[src/hw/rtl/bollinger_band_tracker_unit_assert.svh]
// Assertion macros for the Bollinger band tracker.
`ifndef BOLLINGER_BAND_TRACKER_UNIT_ASSERT_SVH
`define BOLLINGER_BAND_TRACKER_UNIT_ASSERT_SVH
`ifndef SYNTHESIS
`define BBT_ASSERT_IMPLY(lbl, ck, rs, ante, cons) \
  lbl: assert property (@(posedge ck) disable iff (rs) (ante) |-> (cons)) \
    else $error("bollinger band tracker check failed");
`define BBT_ASSERT_NEXT(lbl, ck, rs, ante, cons) \
  lbl: assert property (@(posedge ck) disable iff (rs) (ante) |=> (cons)) \
    else $error("bollinger band tracker check failed");
`else
`define BBT_ASSERT_IMPLY(lbl, ck, rs, ante, cons)
`define BBT_ASSERT_NEXT(lbl, ck, rs, ante, cons)
`endif
`endif

[src/hw/rtl/bbt_pkg.sv]
`default_nettype none
package bbt_pkg;

  localparam int FIELD_W = 24;
  localparam logic [FIELD_W-1:0] FIELD_MAX = '1;

  localparam int MULT_W = 3;
  localparam logic [MULT_W-1:0] MULT_RESET = 3'd2;

  localparam int ADDR_W = 3;
  localparam logic [ADDR_W-3:0] REG_BAND_MULTIPLIER = '0;

  typedef enum logic [3:0] {
    ST_IDLE,
    ST_SQ_START,
    ST_SQ_WAIT,
    ST_SUM,
    ST_DIV_START,
    ST_DIV_WAIT,
    ST_MSQ_START,
    ST_MSQ_WAIT,
    ST_VAR,
    ST_SQRT_START,
    ST_SQRT_WAIT,
    ST_BAND,
    ST_OUT
  } state_t;

  typedef struct packed {
    logic ready;
    logic sq_start;
    logic sum_upd;
    logic div_start;
    logic msq_start;
    logic var_ld;
    logic sqrt_start;
    logic band_ld;
    logic out_ld;
  } ctl_t;

endpackage
`default_nettype wire

[src/hw/rtl/bbt_ring.sv]
`default_nettype none
module bbt_ring #(
  parameter int DEPTH = 20,
  parameter int W = 24
) (
  input  wire logic                     clk,
  input  wire logic                     en,
  input  wire logic [$clog2(DEPTH)-1:0] addr,
  input  wire logic [W-1:0]             wdata,
  output logic      [W-1:0]             rdata
);

  logic [W-1:0] mem [DEPTH];

  // read returns the entry being replaced
  always_ff @(posedge clk) begin
    if (en) begin
      rdata     <= mem[addr];
      mem[addr] <= wdata;
    end
  end

endmodule
`default_nettype wire

[src/hw/rtl/bbt_sq.sv]
`default_nettype none
module bbt_sq #(
  parameter int W = 24
) (
  input  wire logic           clk,
  input  wire logic           rst,
  input  wire logic           start,
  input  wire logic [W-1:0]   x,
  output logic                done,
  output logic      [2*W-1:0] prod
);

  localparam int C_W = $clog2(W + 1);

  logic [2*W-1:0] mcand;
  logic [W-1:0]   mplier;
  logic [C_W-1:0] cnt;

  always_ff @(posedge clk) begin
    if (rst) begin
      cnt  <= '0;
      done <= 1'b0;
    end else begin
      done <= (cnt == C_W'(1));
      if (start) begin
        cnt <= C_W'(W);
      end else if (cnt != '0) begin
        cnt <= cnt - C_W'(1);
      end
    end
  end

  // shift-add, one multiplier bit per cycle
  always_ff @(posedge clk) begin
    if (start) begin
      mcand  <= (2*W)'(x);
      mplier <= x;
      prod   <= '0;
    end else if (cnt != '0) begin
      if (mplier[0]) begin
        prod <= prod + mcand;
      end
      mcand  <= mcand << 1;
      mplier <= mplier >> 1;
    end
  end

endmodule
`default_nettype wire

[src/hw/rtl/bbt_divw.sv]
`default_nettype none
module bbt_divw #(
  parameter int D_W = 29,
  parameter int DIVISOR = 20
) (
  input  wire logic           clk,
  input  wire logic           rst,
  input  wire logic           start,
  input  wire logic [D_W-1:0] dividend,
  output logic                done,
  output logic      [D_W-1:0] quotient
);

  localparam int R_W = $clog2(DIVISOR) + 1;
  localparam int C_W = $clog2(D_W + 1);

  logic [R_W-1:0] rem;
  logic [R_W-1:0] trial;
  logic           ge;
  logic [C_W-1:0] cnt;

  assign trial = {rem[R_W-2:0], quotient[D_W-1]};
  assign ge    = (trial >= R_W'(DIVISOR));

  always_ff @(posedge clk) begin
    if (rst) begin
      cnt  <= '0;
      done <= 1'b0;
    end else begin
      done <= (cnt == C_W'(1));
      if (start) begin
        cnt <= C_W'(D_W);
      end else if (cnt != '0) begin
        cnt <= cnt - C_W'(1);
      end
    end
  end

  // restoring division; dividend shifts out as quotient shifts in
  always_ff @(posedge clk) begin
    if (start) begin
      quotient <= dividend;
      rem      <= '0;
    end else if (cnt != '0) begin
      rem      <= ge ? trial - R_W'(DIVISOR) : trial;
      quotient <= {quotient[D_W-2:0], ge};
    end
  end

endmodule
`default_nettype wire

[src/hw/rtl/bbt_sqrt.sv]
`default_nettype none
module bbt_sqrt #(
  parameter int N = 24
) (
  input  wire logic           clk,
  input  wire logic           rst,
  input  wire logic           start,
  input  wire logic [2*N-1:0] radicand,
  output logic                done,
  output logic      [N-1:0]   root
);

  localparam int C_W = $clog2(N + 1);

  logic [2*N-1:0] rad;
  logic [N+1:0]   rem;
  logic [N+1:0]   t;
  logic [N+1:0]   trial;
  logic           ge;
  logic [C_W-1:0] cnt;

  assign t     = {rem[N-1:0], rad[2*N-1:2*N-2]};
  assign trial = {root, 2'b01};
  assign ge    = (t >= trial);

  always_ff @(posedge clk) begin
    if (rst) begin
      cnt  <= '0;
      done <= 1'b0;
    end else begin
      done <= (cnt == C_W'(1));
      if (start) begin
        cnt <= C_W'(N);
      end else if (cnt != '0) begin
        cnt <= cnt - C_W'(1);
      end
    end
  end

  // one root bit per cycle, two radicand bits consumed
  always_ff @(posedge clk) begin
    if (start) begin
      rad  <= radicand;
      rem  <= '0;
      root <= '0;
    end else if (cnt != '0) begin
      rad  <= rad << 2;
      rem  <= ge ? t - trial : t;
      root <= {root[N-2:0], ge};
    end
  end

endmodule
`default_nettype wire

[src/hw/rtl/bollinger_band_tracker_unit.sv]
`default_nettype none
// Channel  Direction  Payload
// s_*      in         tdata[23:0] close_price
// m_*      out        tdata moving_average, price_sigma, upper_band, lower_band;
//                     tuser window_full
// APB      in/out     reg 0 (addr 0): band_multiplier[2:0]
//
// One request at a time. With a full window a request passes through the
// serial squarers, the bit-serial divider over the square sum and the
// serial square root; while the window fills, only the squarers run.
// The output register holds a result until taken; the next request is
// accepted meanwhile. Ring read data is used only after every entry has
// been written, so the ring needs no clearing after reset.
module bollinger_band_tracker_unit #(
  parameter int WINDOW = 20,
  parameter int PRICE_BITS = 24
) (
  input  wire logic                          clk,
  input  wire logic                          rst,
  input  wire logic                          s_tvalid,
  output logic                               s_tready,
  input  wire logic [23:0]                   s_tdata,   // close_price
  output logic                               m_tvalid,
  input  wire logic                          m_tready,
  // moving_average, price_sigma, upper_band, lower_band
  output logic      [95:0]                   m_tdata,
  output logic                               m_tuser,   // window_full
  input  wire logic                          psel,
  input  wire logic                          penable,
  input  wire logic                          pwrite,
  input  wire logic [bbt_pkg::ADDR_W-1:0]    paddr,
  input  wire logic [31:0]                   pwdata,
  output logic      [31:0]                   prdata,
  output logic                               pready
);

  localparam int FW     = bbt_pkg::FIELD_W;
  localparam int PW     = (PRICE_BITS < FW) ? PRICE_BITS : FW;
  localparam int LW     = $clog2(WINDOW);
  localparam int SW     = PW + LW;
  localparam int QW     = 2 * PW + LW;
  localparam int FILL_W = $clog2(WINDOW + 1);
  localparam int OW     = PW + 3;
  localparam int UW     = (PW + 4 > FW + 1) ? PW + 4 : FW + 1;
  localparam int MW     = bbt_pkg::MULT_W;

  bbt_pkg::state_t state, state_next;
  bbt_pkg::ctl_t   ctl;

  logic [MW-1:0]     band_mult;
  logic [LW-1:0]     ptr;
  logic [FILL_W-1:0] fill_count;
  logic              evict;
  logic              full_now;
  logic [PW-1:0]     price;
  logic [SW-1:0]     running_sum;
  logic [QW-1:0]     running_sq;
  logic [PW-1:0]     old_price;
  logic [PW-1:0]     old_gated;
  logic [PW-1:0]     sq_in;
  logic [2*PW-1:0]   sq_new;
  logic [2*PW-1:0]   sq_old;
  logic              sq_done;
  logic [SW-1:0]     sum_q;
  logic [QW-1:0]     sq_q;
  logic              div_done;
  logic [PW-1:0]     mean;
  logic [2*PW-1:0]   msq;
  logic [2*PW-1:0]   variance;
  logic [PW-1:0]     sigma;
  logic              sqrt_done;
  logic [OW-1:0]     off;
  logic [UW-1:0]     upper;
  logic [PW-1:0]     lower;
  logic [FW-1:0]     res_avg;
  logic [FW-1:0]     res_std;
  logic [FW-1:0]     res_upper;
  logic [FW-1:0]     res_lower;
  logic              res_full;
  logic              accept;
  logic              cfg_wr;

  // config port
  assign pready = 1'b1;
  assign cfg_wr = psel && penable && pwrite &&
                  (paddr[bbt_pkg::ADDR_W-1:2] == bbt_pkg::REG_BAND_MULTIPLIER);
  assign prdata = (paddr[bbt_pkg::ADDR_W-1:2] == bbt_pkg::REG_BAND_MULTIPLIER) ?
                  32'(band_mult) : '0;

  always_ff @(posedge clk) begin
    if (rst) begin
      band_mult <= bbt_pkg::MULT_RESET;
    end else if (cfg_wr) begin
      band_mult <= pwdata[MW-1:0];
    end
  end

  // sequencer
  always_ff @(posedge clk) begin
    if (rst) begin
      state <= bbt_pkg::ST_IDLE;
    end else begin
      state <= state_next;
    end
  end

  always_comb begin
    state_next = state;
    case (state)
      bbt_pkg::ST_IDLE:       if (s_tvalid) state_next = bbt_pkg::ST_SQ_START;
      bbt_pkg::ST_SQ_START:   state_next = bbt_pkg::ST_SQ_WAIT;
      bbt_pkg::ST_SQ_WAIT:    if (sq_done) state_next = bbt_pkg::ST_SUM;
      bbt_pkg::ST_SUM:        state_next = full_now ? bbt_pkg::ST_DIV_START : bbt_pkg::ST_OUT;
      bbt_pkg::ST_DIV_START:  state_next = bbt_pkg::ST_DIV_WAIT;
      bbt_pkg::ST_DIV_WAIT:   if (div_done) state_next = bbt_pkg::ST_MSQ_START;
      bbt_pkg::ST_MSQ_START:  state_next = bbt_pkg::ST_MSQ_WAIT;
      bbt_pkg::ST_MSQ_WAIT:   if (sq_done) state_next = bbt_pkg::ST_VAR;
      bbt_pkg::ST_VAR:        state_next = bbt_pkg::ST_SQRT_START;
      bbt_pkg::ST_SQRT_START: state_next = bbt_pkg::ST_SQRT_WAIT;
      bbt_pkg::ST_SQRT_WAIT:  if (sqrt_done) state_next = bbt_pkg::ST_BAND;
      bbt_pkg::ST_BAND:       state_next = bbt_pkg::ST_OUT;
      bbt_pkg::ST_OUT:        if (!m_tvalid || m_tready) state_next = bbt_pkg::ST_IDLE;
      default:                state_next = bbt_pkg::ST_IDLE;
    endcase
  end

  always_comb begin
    ctl = '0;
    case (state)
      bbt_pkg::ST_IDLE:       ctl.ready      = 1'b1;
      bbt_pkg::ST_SQ_START:   ctl.sq_start   = 1'b1;
      bbt_pkg::ST_SUM:        ctl.sum_upd    = 1'b1;
      bbt_pkg::ST_DIV_START:  ctl.div_start  = 1'b1;
      bbt_pkg::ST_MSQ_START:  ctl.msq_start  = 1'b1;
      bbt_pkg::ST_VAR:        ctl.var_ld     = 1'b1;
      bbt_pkg::ST_SQRT_START: ctl.sqrt_start = 1'b1;
      bbt_pkg::ST_BAND:       ctl.band_ld    = 1'b1;
      bbt_pkg::ST_OUT:        ctl.out_ld     = !m_tvalid || m_tready;
      default:                ;
    endcase
  end

  assign s_tready = ctl.ready;
  assign accept   = s_tvalid && s_tready;

  // window bookkeeping
  always_ff @(posedge clk) begin
    if (rst) begin
      ptr        <= '0;
      fill_count <= '0;
    end else if (accept) begin
      ptr <= (ptr == LW'(WINDOW - 1)) ? '0 : ptr + LW'(1);
      if (fill_count < FILL_W'(WINDOW)) begin
        fill_count <= fill_count + FILL_W'(1);
      end
    end
  end

  always_ff @(posedge clk) begin
    if (accept) begin
      price    <= s_tdata[PW-1:0];
      evict    <= (fill_count == FILL_W'(WINDOW));
      full_now <= (fill_count >= FILL_W'(WINDOW - 1));
    end
  end

  bbt_ring #(.DEPTH(WINDOW), .W(PW)) u_ring (
    .clk   (clk),
    .en    (accept),
    .addr  (ptr),
    .wdata (s_tdata[PW-1:0]),
    .rdata (old_price)
  );

  assign old_gated = evict ? old_price : '0;
  assign sq_in     = ctl.msq_start ? mean : price;

  bbt_sq #(.W(PW)) u_sq_new (
    .clk   (clk),
    .rst   (rst),
    .start (ctl.sq_start || ctl.msq_start),
    .x     (sq_in),
    .done  (sq_done),
    .prod  (sq_new)
  );

  bbt_sq #(.W(PW)) u_sq_old (
    .clk   (clk),
    .rst   (rst),
    .start (ctl.sq_start),
    .x     (old_gated),
    .done  (),
    .prod  (sq_old)
  );

  always_ff @(posedge clk) begin
    if (rst) begin
      running_sum <= '0;
      running_sq  <= '0;
    end else if (ctl.sum_upd) begin
      running_sum <= running_sum - SW'(old_gated) + SW'(price);
      running_sq  <= running_sq - QW'(sq_old) + QW'(sq_new);
    end
  end

  bbt_divw #(.D_W(SW), .DIVISOR(WINDOW)) u_div_sum (
    .clk      (clk),
    .rst      (rst),
    .start    (ctl.div_start),
    .dividend (running_sum),
    .done     (),
    .quotient (sum_q)
  );

  // the wider dividend finishes last
  bbt_divw #(.D_W(QW), .DIVISOR(WINDOW)) u_div_sq (
    .clk      (clk),
    .rst      (rst),
    .start    (ctl.div_start),
    .dividend (running_sq),
    .done     (div_done),
    .quotient (sq_q)
  );

  assign mean = sum_q[PW-1:0];
  assign msq  = sq_q[2*PW-1:0];

  always_ff @(posedge clk) begin
    if (ctl.var_ld) begin
      variance <= (msq > sq_new) ? msq - sq_new : '0;
    end
  end

  bbt_sqrt #(.N(PW)) u_sqrt (
    .clk      (clk),
    .rst      (rst),
    .start    (ctl.sqrt_start),
    .radicand (variance),
    .done     (sqrt_done),
    .root     (sigma)
  );

  // bands
  assign off   = OW'(band_mult) * OW'(sigma);
  assign upper = UW'(mean) + UW'(off);
  assign lower = (OW'(mean) > off) ? mean - off[PW-1:0] : '0;

  always_ff @(posedge clk) begin
    if (ctl.sum_upd && !full_now) begin
      res_avg   <= '0;
      res_std   <= '0;
      res_upper <= '0;
      res_lower <= '0;
      res_full  <= 1'b0;
    end else if (ctl.band_ld) begin
      res_avg   <= FW'(mean);
      res_std   <= FW'(sigma);
      res_upper <= (upper > UW'(bbt_pkg::FIELD_MAX)) ? bbt_pkg::FIELD_MAX : upper[FW-1:0];
      res_lower <= FW'(lower);
      res_full  <= 1'b1;
    end
  end

  // output register
  always_ff @(posedge clk) begin
    if (rst) begin
      m_tvalid <= 1'b0;
    end else if (ctl.out_ld) begin
      m_tvalid <= 1'b1;
    end else if (m_tready) begin
      m_tvalid <= 1'b0;
    end
  end

  always_ff @(posedge clk) begin
    if (ctl.out_ld) begin
      m_tdata <= {res_lower, res_upper, res_std, res_avg};
      m_tuser <= res_full;
    end
  end

`include "bollinger_band_tracker_unit_assert.svh"

  `BBT_ASSERT_IMPLY(a_fill_range, clk, rst, 1'b1, fill_count <= FILL_W'(WINDOW))
  `BBT_ASSERT_NEXT(a_one_request, clk, rst, accept, !s_tready)
  `BBT_ASSERT_IMPLY(a_full_flag, clk, rst, m_tvalid && m_tuser, fill_count == FILL_W'(WINDOW))
  `BBT_ASSERT_IMPLY(a_empty_zero, clk, rst, m_tvalid && !m_tuser, m_tdata == '0)
  `BBT_ASSERT_IMPLY(a_band_order, clk, rst, m_tvalid, (m_tdata[4*FW-1:3*FW] <= m_tdata[FW-1:0]) && (m_tdata[FW-1:0] <= m_tdata[3*FW-1:2*FW]))

endmodule
`default_nettype wire

[config.mk]
export PLATFORM = sky130hd
export DESIGN_NAME = bollinger_band_tracker_unit
export DESIGN_NICKNAME = d
export VERILOG_FILES = /design/src/hw/rtl/bbt_pkg.sv /design/src/hw/rtl/bbt_ring.sv /design/src/hw/rtl/bbt_sq.sv /design/src/hw/rtl/bbt_divw.sv /design/src/hw/rtl/bbt_sqrt.sv /design/src/hw/rtl/bollinger_band_tracker_unit.sv
export VERILOG_INCLUDE_DIRS = /design/src /design/src/hw/rtl
export SDC_FILE = /design/constraint.sdc
export NUM_CORES = 2
export LEC_CHECK = 0
export ABC_CLOCK_PERIOD_IN_PS = 8100
export BUFFER_PORTS_ARGS = -buffer_cell sky130_fd_sc_hd__buf_4
export CAP_MARGIN = 40
export CORE_UTILIZATION = 40
export CTS_BUF_LIST = sky130_fd_sc_hd__clkbuf_4
export CTS_CLUSTER_DIAMETER = 30
export DETAILED_ROUTE_END_ITERATION = 6
export HOLD_SLACK_MARGIN = 0.15
export SLEW_MARGIN = 20
export SYNTH_ARGS = -nofsm -noshare
export SYNTH_HDL_FRONTEND = slang
export SYNTH_SLANG_ARGS = --single-unit
[constraint.sdc]
create_clock -name clk -period 8.1 [get_ports clk]
set_input_delay 0.81 -clock clk [delete_from_list [all_inputs] [get_ports clk]]
set_output_delay 0.81 -clock clk [all_outputs]
set_load 0.05 [all_outputs]
=== Word-level counts from Yosys, hierarchy flattened ===
Memory sizes are Yosys's and may differ from the RTL's. A register that Yosys moved wholly into a read port is not among the register bits.
Index checks and enable logic that the tools add are counted.

* Reduce and logical (&&, ||, !) cells: 29
* Equal/unequal tests: 23
* Magnitude comparators: 8
* Bitwise logic cells: 1
* Add/sub/neg operators: 19
* $mul: 1
* Mux-type cells: 54

{| class="wikitable"
|+ Operators with widths
! kind !! number
|-
| 24-bit two-way mux || 13
|-
| 53-bit two-way mux || 2
|-
| 48-bit adder || 2
|-
| 48-bit two-way mux || 2
|-
| 29-bit two-way mux || 2
|-
| 5-bit two-way mux || 11
|-
| 53-bit by 48-bit adder with 53-bit output || 1
|-
| 53-bit by 48-bit subtractor with 53-bit output || 1
|-
| 4-bit one-hot mux with 13 select lines || 1
|-
| 48-bit greater-than comparator || 1
|-
| 24-bit subtractor || 2
|-
| 48-bit subtractor || 1
|-
| 29-bit by 24-bit adder with 29-bit output || 1
|-
| 29-bit by 24-bit subtractor with 29-bit output || 1
|-
| 24-bit by 27-bit adder with 28-bit output || 1
|-
| 28-bit by 24-bit greater-than comparator with 1-bit output, second input constant || 1
|-
| 4-bit two-way mux || 7
|-
| 24-bit by 27-bit greater-than comparator with 1-bit output || 1
|-
| 3-bit by 24-bit multiplier with 27-bit output || 1
|-
| 26-bit greater-or-equal comparator || 1
|-
| 4-bit equality test, second input constant || 5
|-
| 5-bit nonzero test || 4
|-
| 5-bit by 1-bit subtractor with 5-bit output, second input constant || 4
|-
| 4-bit by 3-bit equality test with 1-bit output, second input constant || 4
|-
| 26 further kinds || 65
|}

* Memories kept: 1
* Word-level logic and storage cells: 182
* Output and inout bits: 132
* Register bits: 825
* Input port bits: 66
* Memory bits (writable): 480

{| class="wikitable"
|+ Memory list
! memory !! words !! bits a word !! rd ports !! clocked after memory_dff !! write ports !! line !! text
|-
| u_ring.mem || 20 || 24 || 1 || 1 || 1 || bbt_ring.sv:13 || <nowiki>logic [W-1:0] mem [DEPTH];</nowiki>
|}

=== Logic depth before layout (Yosys ltp) ===
* Depth in word-level cells: 5
* Depth in mapped cells: 29
* Depth with buffers taken out: 27

=== Modules after synthesis ===
Synthesis repeated with hierarchy kept, for this count alone.

* Cells, all modules: 6,733
* Area, all modules: 70,657.8 um^2

{| class="wikitable"
|+ By module, submodules not included
! module !! cells each !! seq. area each (um^2) !! instances !! area each (um^2)
|-
| bollinger_band_tracker_unit || 3,086 || 9,078.7 || 1 || 26,359.0
|-
| bbt_ring || 1,005 || 15,134.5 || 1 || 19,318.5
|-
| bbt_sq || 892 || 3,002.9 || 2 || 7,439.6
|-
| bbt_sqrt || 549 || 2,522.4 || 1 || 5,520.3
|-
| bbt_divw (u_div_sq) || 180 || 1,831.8 || 1 || 2,791.4
|-
| bbt_divw (u_div_sum) || 129 || 1,091.0 || 1 || 1,789.2
|}

=== Worst setup path after synthesis ===
No wires, ideal clock.

* Kind: reg-to-reg
* Start point: register band_mult[2]
* End point: register res_lower[10]
* Setup time: 0.129 ns
* Buffers on the path: 4
* Slack: 2.008 ns
* Arrival: 5.963 ns
* Clock period less this slack: 6.092 ns
* Stages on the path, launching flop included: 28
* Cell sequence: dfxtp_1 > clkbuf_1 > clkbuf_1 > nand2_1 > fa_1 > inv_1 > ha_1 > a211oi_1 > o21ai_1 > a31oi_1 > o211ai_1 > a21oi_1 > o21bai_1 > a21oi_1 > nor2b_1 > o31ai_1 > mux2_2 > a2111o_1 > ha_1 > clkbuf_8 > nor4b_1 > nand4b_1 > nand2_1 > nor3_1 > and4bb_1 > a31oi_1 > clkbuf_1 > o21ai_0

* Longest elaborated chain between the ends: 3

{| class="wikitable"
|+ Ends and longest elaborated chain
! element !! line !! text
|-
| start: declaration || bollinger_band_tracker_unit.sv:50 || <nowiki>logic [MW-1:0] band_mult;</nowiki>
|-
| start signal: assignment || bollinger_band_tracker_unit.sv:92 || <nowiki>band_mult <= bbt_pkg::MULT_RESET;</nowiki>
|-
| start signal: assignment || bollinger_band_tracker_unit.sv:94 || <nowiki>band_mult <= pwdata[MW-1:0];</nowiki>
|-
| 3-bit by 24-bit multiplier with 27-bit output (*) || bollinger_band_tracker_unit.sv:244 || <nowiki>assign off = OW'(band_mult) * OW'(sigma);</nowiki>
|-
| 24-bit subtractor or 24-bit by 27-bit greater-than comparator with 1-bit output (tied branches) || bollinger_band_tracker_unit.sv:246 || <nowiki>assign lower = (OW'(mean) > off) ? mean - off[PW-1:0] : '0;</nowiki>
|-
| 24-bit two-way mux (*) || bollinger_band_tracker_unit.sv:246 ||
|-
| end signal: assignment || bollinger_band_tracker_unit.sv:259 || <nowiki>res_lower <= FW'(lower);</nowiki>
|-
| end: declaration || bollinger_band_tracker_unit.sv:78 || <nowiki>logic [FW-1:0] res_lower;</nowiki>
|}

Mark *: on every way between the ends. The rest lies on a longest branch, timed or not.
A chain may end at the register's enable or synchronous reset.

=== Worst setup path in the final report ===
* Start point: register band_mult[0]
* End point: register res_upper[1]

* Longest elaborated chain between the ends: 4

{| class="wikitable"
|+ Ends and longest elaborated chain
! element !! line !! text
|-
| 3-bit by 24-bit multiplier with 27-bit output (*) || bollinger_band_tracker_unit.sv:244 ||
|-
| 24-bit by 27-bit adder with 28-bit output (*) || bollinger_band_tracker_unit.sv:245 || <nowiki>assign upper = UW'(mean) + UW'(off);</nowiki>
|-
| 28-bit by 24-bit greater-than comparator with 1-bit output || bollinger_band_tracker_unit.sv:258 || <nowiki>res_upper <= (upper > UW'(bbt_pkg::FIELD_MAX)) ? bbt_pkg::FIELD_MAX : upper[FW-1:0];</nowiki>
|-
| 24-bit two-way mux (*) || bollinger_band_tracker_unit.sv:258 ||
|-
| end signal: assignment || bollinger_band_tracker_unit.sv:258 ||
|-
| end: declaration || bollinger_band_tracker_unit.sv:77 || <nowiki>logic [FW-1:0] res_upper;</nowiki>
|}

Marks and branches as above.

==> flow_summary.toml <==
[run_status]
status = "finished, final reports clean"

[cts]
post-cts-setup-buffers = 0
htree_levels = 5
insertion_delay_ns = 1.36
cts_tree = "done"
cts-buffers-inserted = 387
root_buffer = "clkbuf_4"
clock-sinks = 1329
path_clk_slew_ns = 0.07
cts_max_path_buffers = 4

[route]
firstDrtPassIters = 6
drc = 0
viasPerCell = 5.235
route.met3.wl_um = 8407
drt-initial-drc-count = 3296
wl_met1_um = 80900
antenna_left = 0
routedWlPerCell_um = 18.46
drt_wl_total_um = 175800
wl_met2_um = 82260
highest_layer = "met4"
vias = 49850

[placement]
routabilityCongestion = 0.9025
place_inst = 8790
dp_hpwl_um = 122100
io_buffers = 136
place_ws_ns = 1.045

[timing]
finalSetupViolations = 0
fmax_ghz = 0.1472
setup_slack_ns = 1.306
fin_worst_skew_ns = 0.1788
worstMarginPinSlew_ns = 0.8327
fin_crit_sh = 0.8388
hold_viol = 0
finalSetupTns_ns = 0
min_period_ns = 6.794
maxSlewHeadroom = 0.4401
slew_violations = 0
rsz0062_at_grt = "no"

[layout]
drive_above_1_share = 0.1485
fin_nets = 7417
finish.utilization = 0.4548
synthToLayoutAreaGrowth_pct = 12.63
finalNonFillerCells = 9521

[power]
switching_power_w = 0.01385
comb_power_share = 0.498
cell_internal_pwr_w = 0.01904
p_sw_frac = 0.4210
power_density_nw_per_um2 = 420.6
p_clk_frac = 0.190
pwr-share-seq = 0.312
peakVddDrop_uv = 258.4
p_leak_nw = 31.36

[worst_setup_path]
crit_fanout = 24
worstPathRequired_ns = 9.19
critPathArrivalTime_ns = 7.88
criticalPathCategory = "reg2reg"
slowest_stage = "fa_1"
critPathCaptureType = "register"
timing.critical_path.from = "band_mult[0]"
crit_buf_inv = 3
r2r_start = "band_mult[0]"
crit_family = "compound AO/OA/AOI/OAI gates"
startpoint_type = "register"
cpPeakStageDelay_ns = 0.56

[synth]
synth_top_cell_by_area = "edfxtp_1"
synth_area_leaders = "edfxtp_1 (39%), dfxtp_1 (12%), ha_1 (6.2%), nand2_1 (5.3%), a21oi_1 (4.8%)"
post-synth-top-area-fraction = 0.3897
synth_ff_type = "edfxtp_1"
synth_edf_count = 901
synthCells = 6548
yosysUniqueCellTypes = 99
synth.top_cells.by_count = "nand2_1 (988), edfxtp_1 (901), a21oi_1 (659)"
syn_area_um2 = 69430
synth_area_per_cell_um2 = 10.60
async_reset_ff_frac = 0
post-synth-top-count-cell = "nand2_1"
postSynthRegisterBits = 1329
ys_seq_area_frac = 0.5131
synth_warnings = 0

[grt]
grt_usage = 0.1990
grt_pass1_wl_um = 273800
grt_overflow = 0
grt_pass1_vias = 48800
antenna_found_initial = 4
grt_max_degree = 163

[floorplanning]
initial_utilization = 0.4038
die_y_um = 418.6
row_count = 152
io_pins = 198
die-area_um2 = 175200
coreArea_um2 = 171900
die-width_um = 418.6

[min_path]
worstHoldPathType = "reg2reg"
hold_start = "res_upper[12]"

[run]
cap_violations = 0
==> logic make-up (layout without fill, tap and decap cells) <==
family	Yosys count	count (layout)	share of synthesized area
compound gates	1611	1611	0.1416
xor+xnor	253	253	0.03202
fa+ha+maj	445	445	0.09101
buf+inv	806	1431	0.04662
flops	1329	1329	0.5131
mux	205	205	0.05187
other cells	2	40	0.0001082
simple gates	1897	1897	0.1236
==> path summary, 6_finish.rpt <==
check,end,slack (ns),cells after the start
max,res_upper[1],1.31,25
min,m_tdata[60],0.29,0
max reg2reg,res_upper[1],1.31,25
min reg2reg,m_tdata[60],0.29,0
==> cells in the final DEF, fill, tap and decap left out, drive strengths merged, types with 30 or more instances in the layout <==
cell         instances
a211oi              45
mux4               121
edfxtp             901
nand2b              51
a31oi               33
nand4               37
nand3               77
and3                41
o21ai              355
buf                215
o21bai              51
mux2i               56
o21a                33
nor2               311
nor2b               58
conb                30
nor3                88
and2               118
inv                503
fa                 100
nand2              989
dfxtp              428
ha                 345
clkinv             111
xnor2              167
a21o               192
a21oi              681
dlygate4sd3         33
clkbuf             559
xor2                86
o31ai               35
==> power by group through the flow <==
| stage | Combinational (W) | Sequential [W] | Clock (W) |
|---|---|---|---|
| 2_1_floorplan | 0.0126 | 0.00982 | 0 |
| 3_3_place_gp | 0.0159 | 0.0104 | 0 |
| 3_5_place_dp | 0.0162 | 0.0104 | 0 |
| 4_1_cts | 0.0163 | 0.0102 | 0.00645 |
| 5_1_grt | 0.0183 | 0.0104 | 0.00681 |
| 6_report | 0.0164 | 0.0103 | 0.00625 |
==> through the flow <==
stage	power [W]	cell area, µm²	hold WS [ns]
after floorplan	0.02237	69530	0.4030
after global placement	0.02633	72710	0.4127
after detailed placement	0.02660	72860	0.4125
after CTS	0.03302	78090	0.1914
after global routing	0.03548	78190	0.2511
final	0.03289	78190	0.2942
==> layer usage <==
layer | track usage | up-vias
met5 | 0 | -
met4 | 0.06891 | 0
met3 | 0.03073 | 287
met2 | 0.3210 | 1210
met1 | 0.2718 | 24060
li1 | - | 24290
==> final cells by class <==
cell class,count,area [µm²]
Antenna cell,10,25.02
Clock buffer,559,4197
Clock inverter,125,706.9
Fill cell,16190,93730
Inverter,499,1873
Multi-Input combinational cell,4441,30760
Sequential cell,1329,35630
Tap cell,2310,2890
Timing Repair Buffer,248,2105
==> timing repair <==
item / CTS / global route
hold buffers: 33 / 0
endpoints found under the hold margin: 530 / 0
gates resized for setup: 0 / 0
==> registers in the layout (all words and copies together) (netlist names), 29 cells and up <==
name	flops
u_sq_new.prod	48
u_div_sq.quotient	53
u_div_sum.quotient	29
m_tdata	96
u_sq_new.mcand	48
variance	48
u_sq_old.mcand	48
running_sq	53
running_sum	29
u_sqrt.rad	48
u_ring.mem	480
u_sq_old.prod	48
No activity file was read; power rests on OpenSTA's default activity.
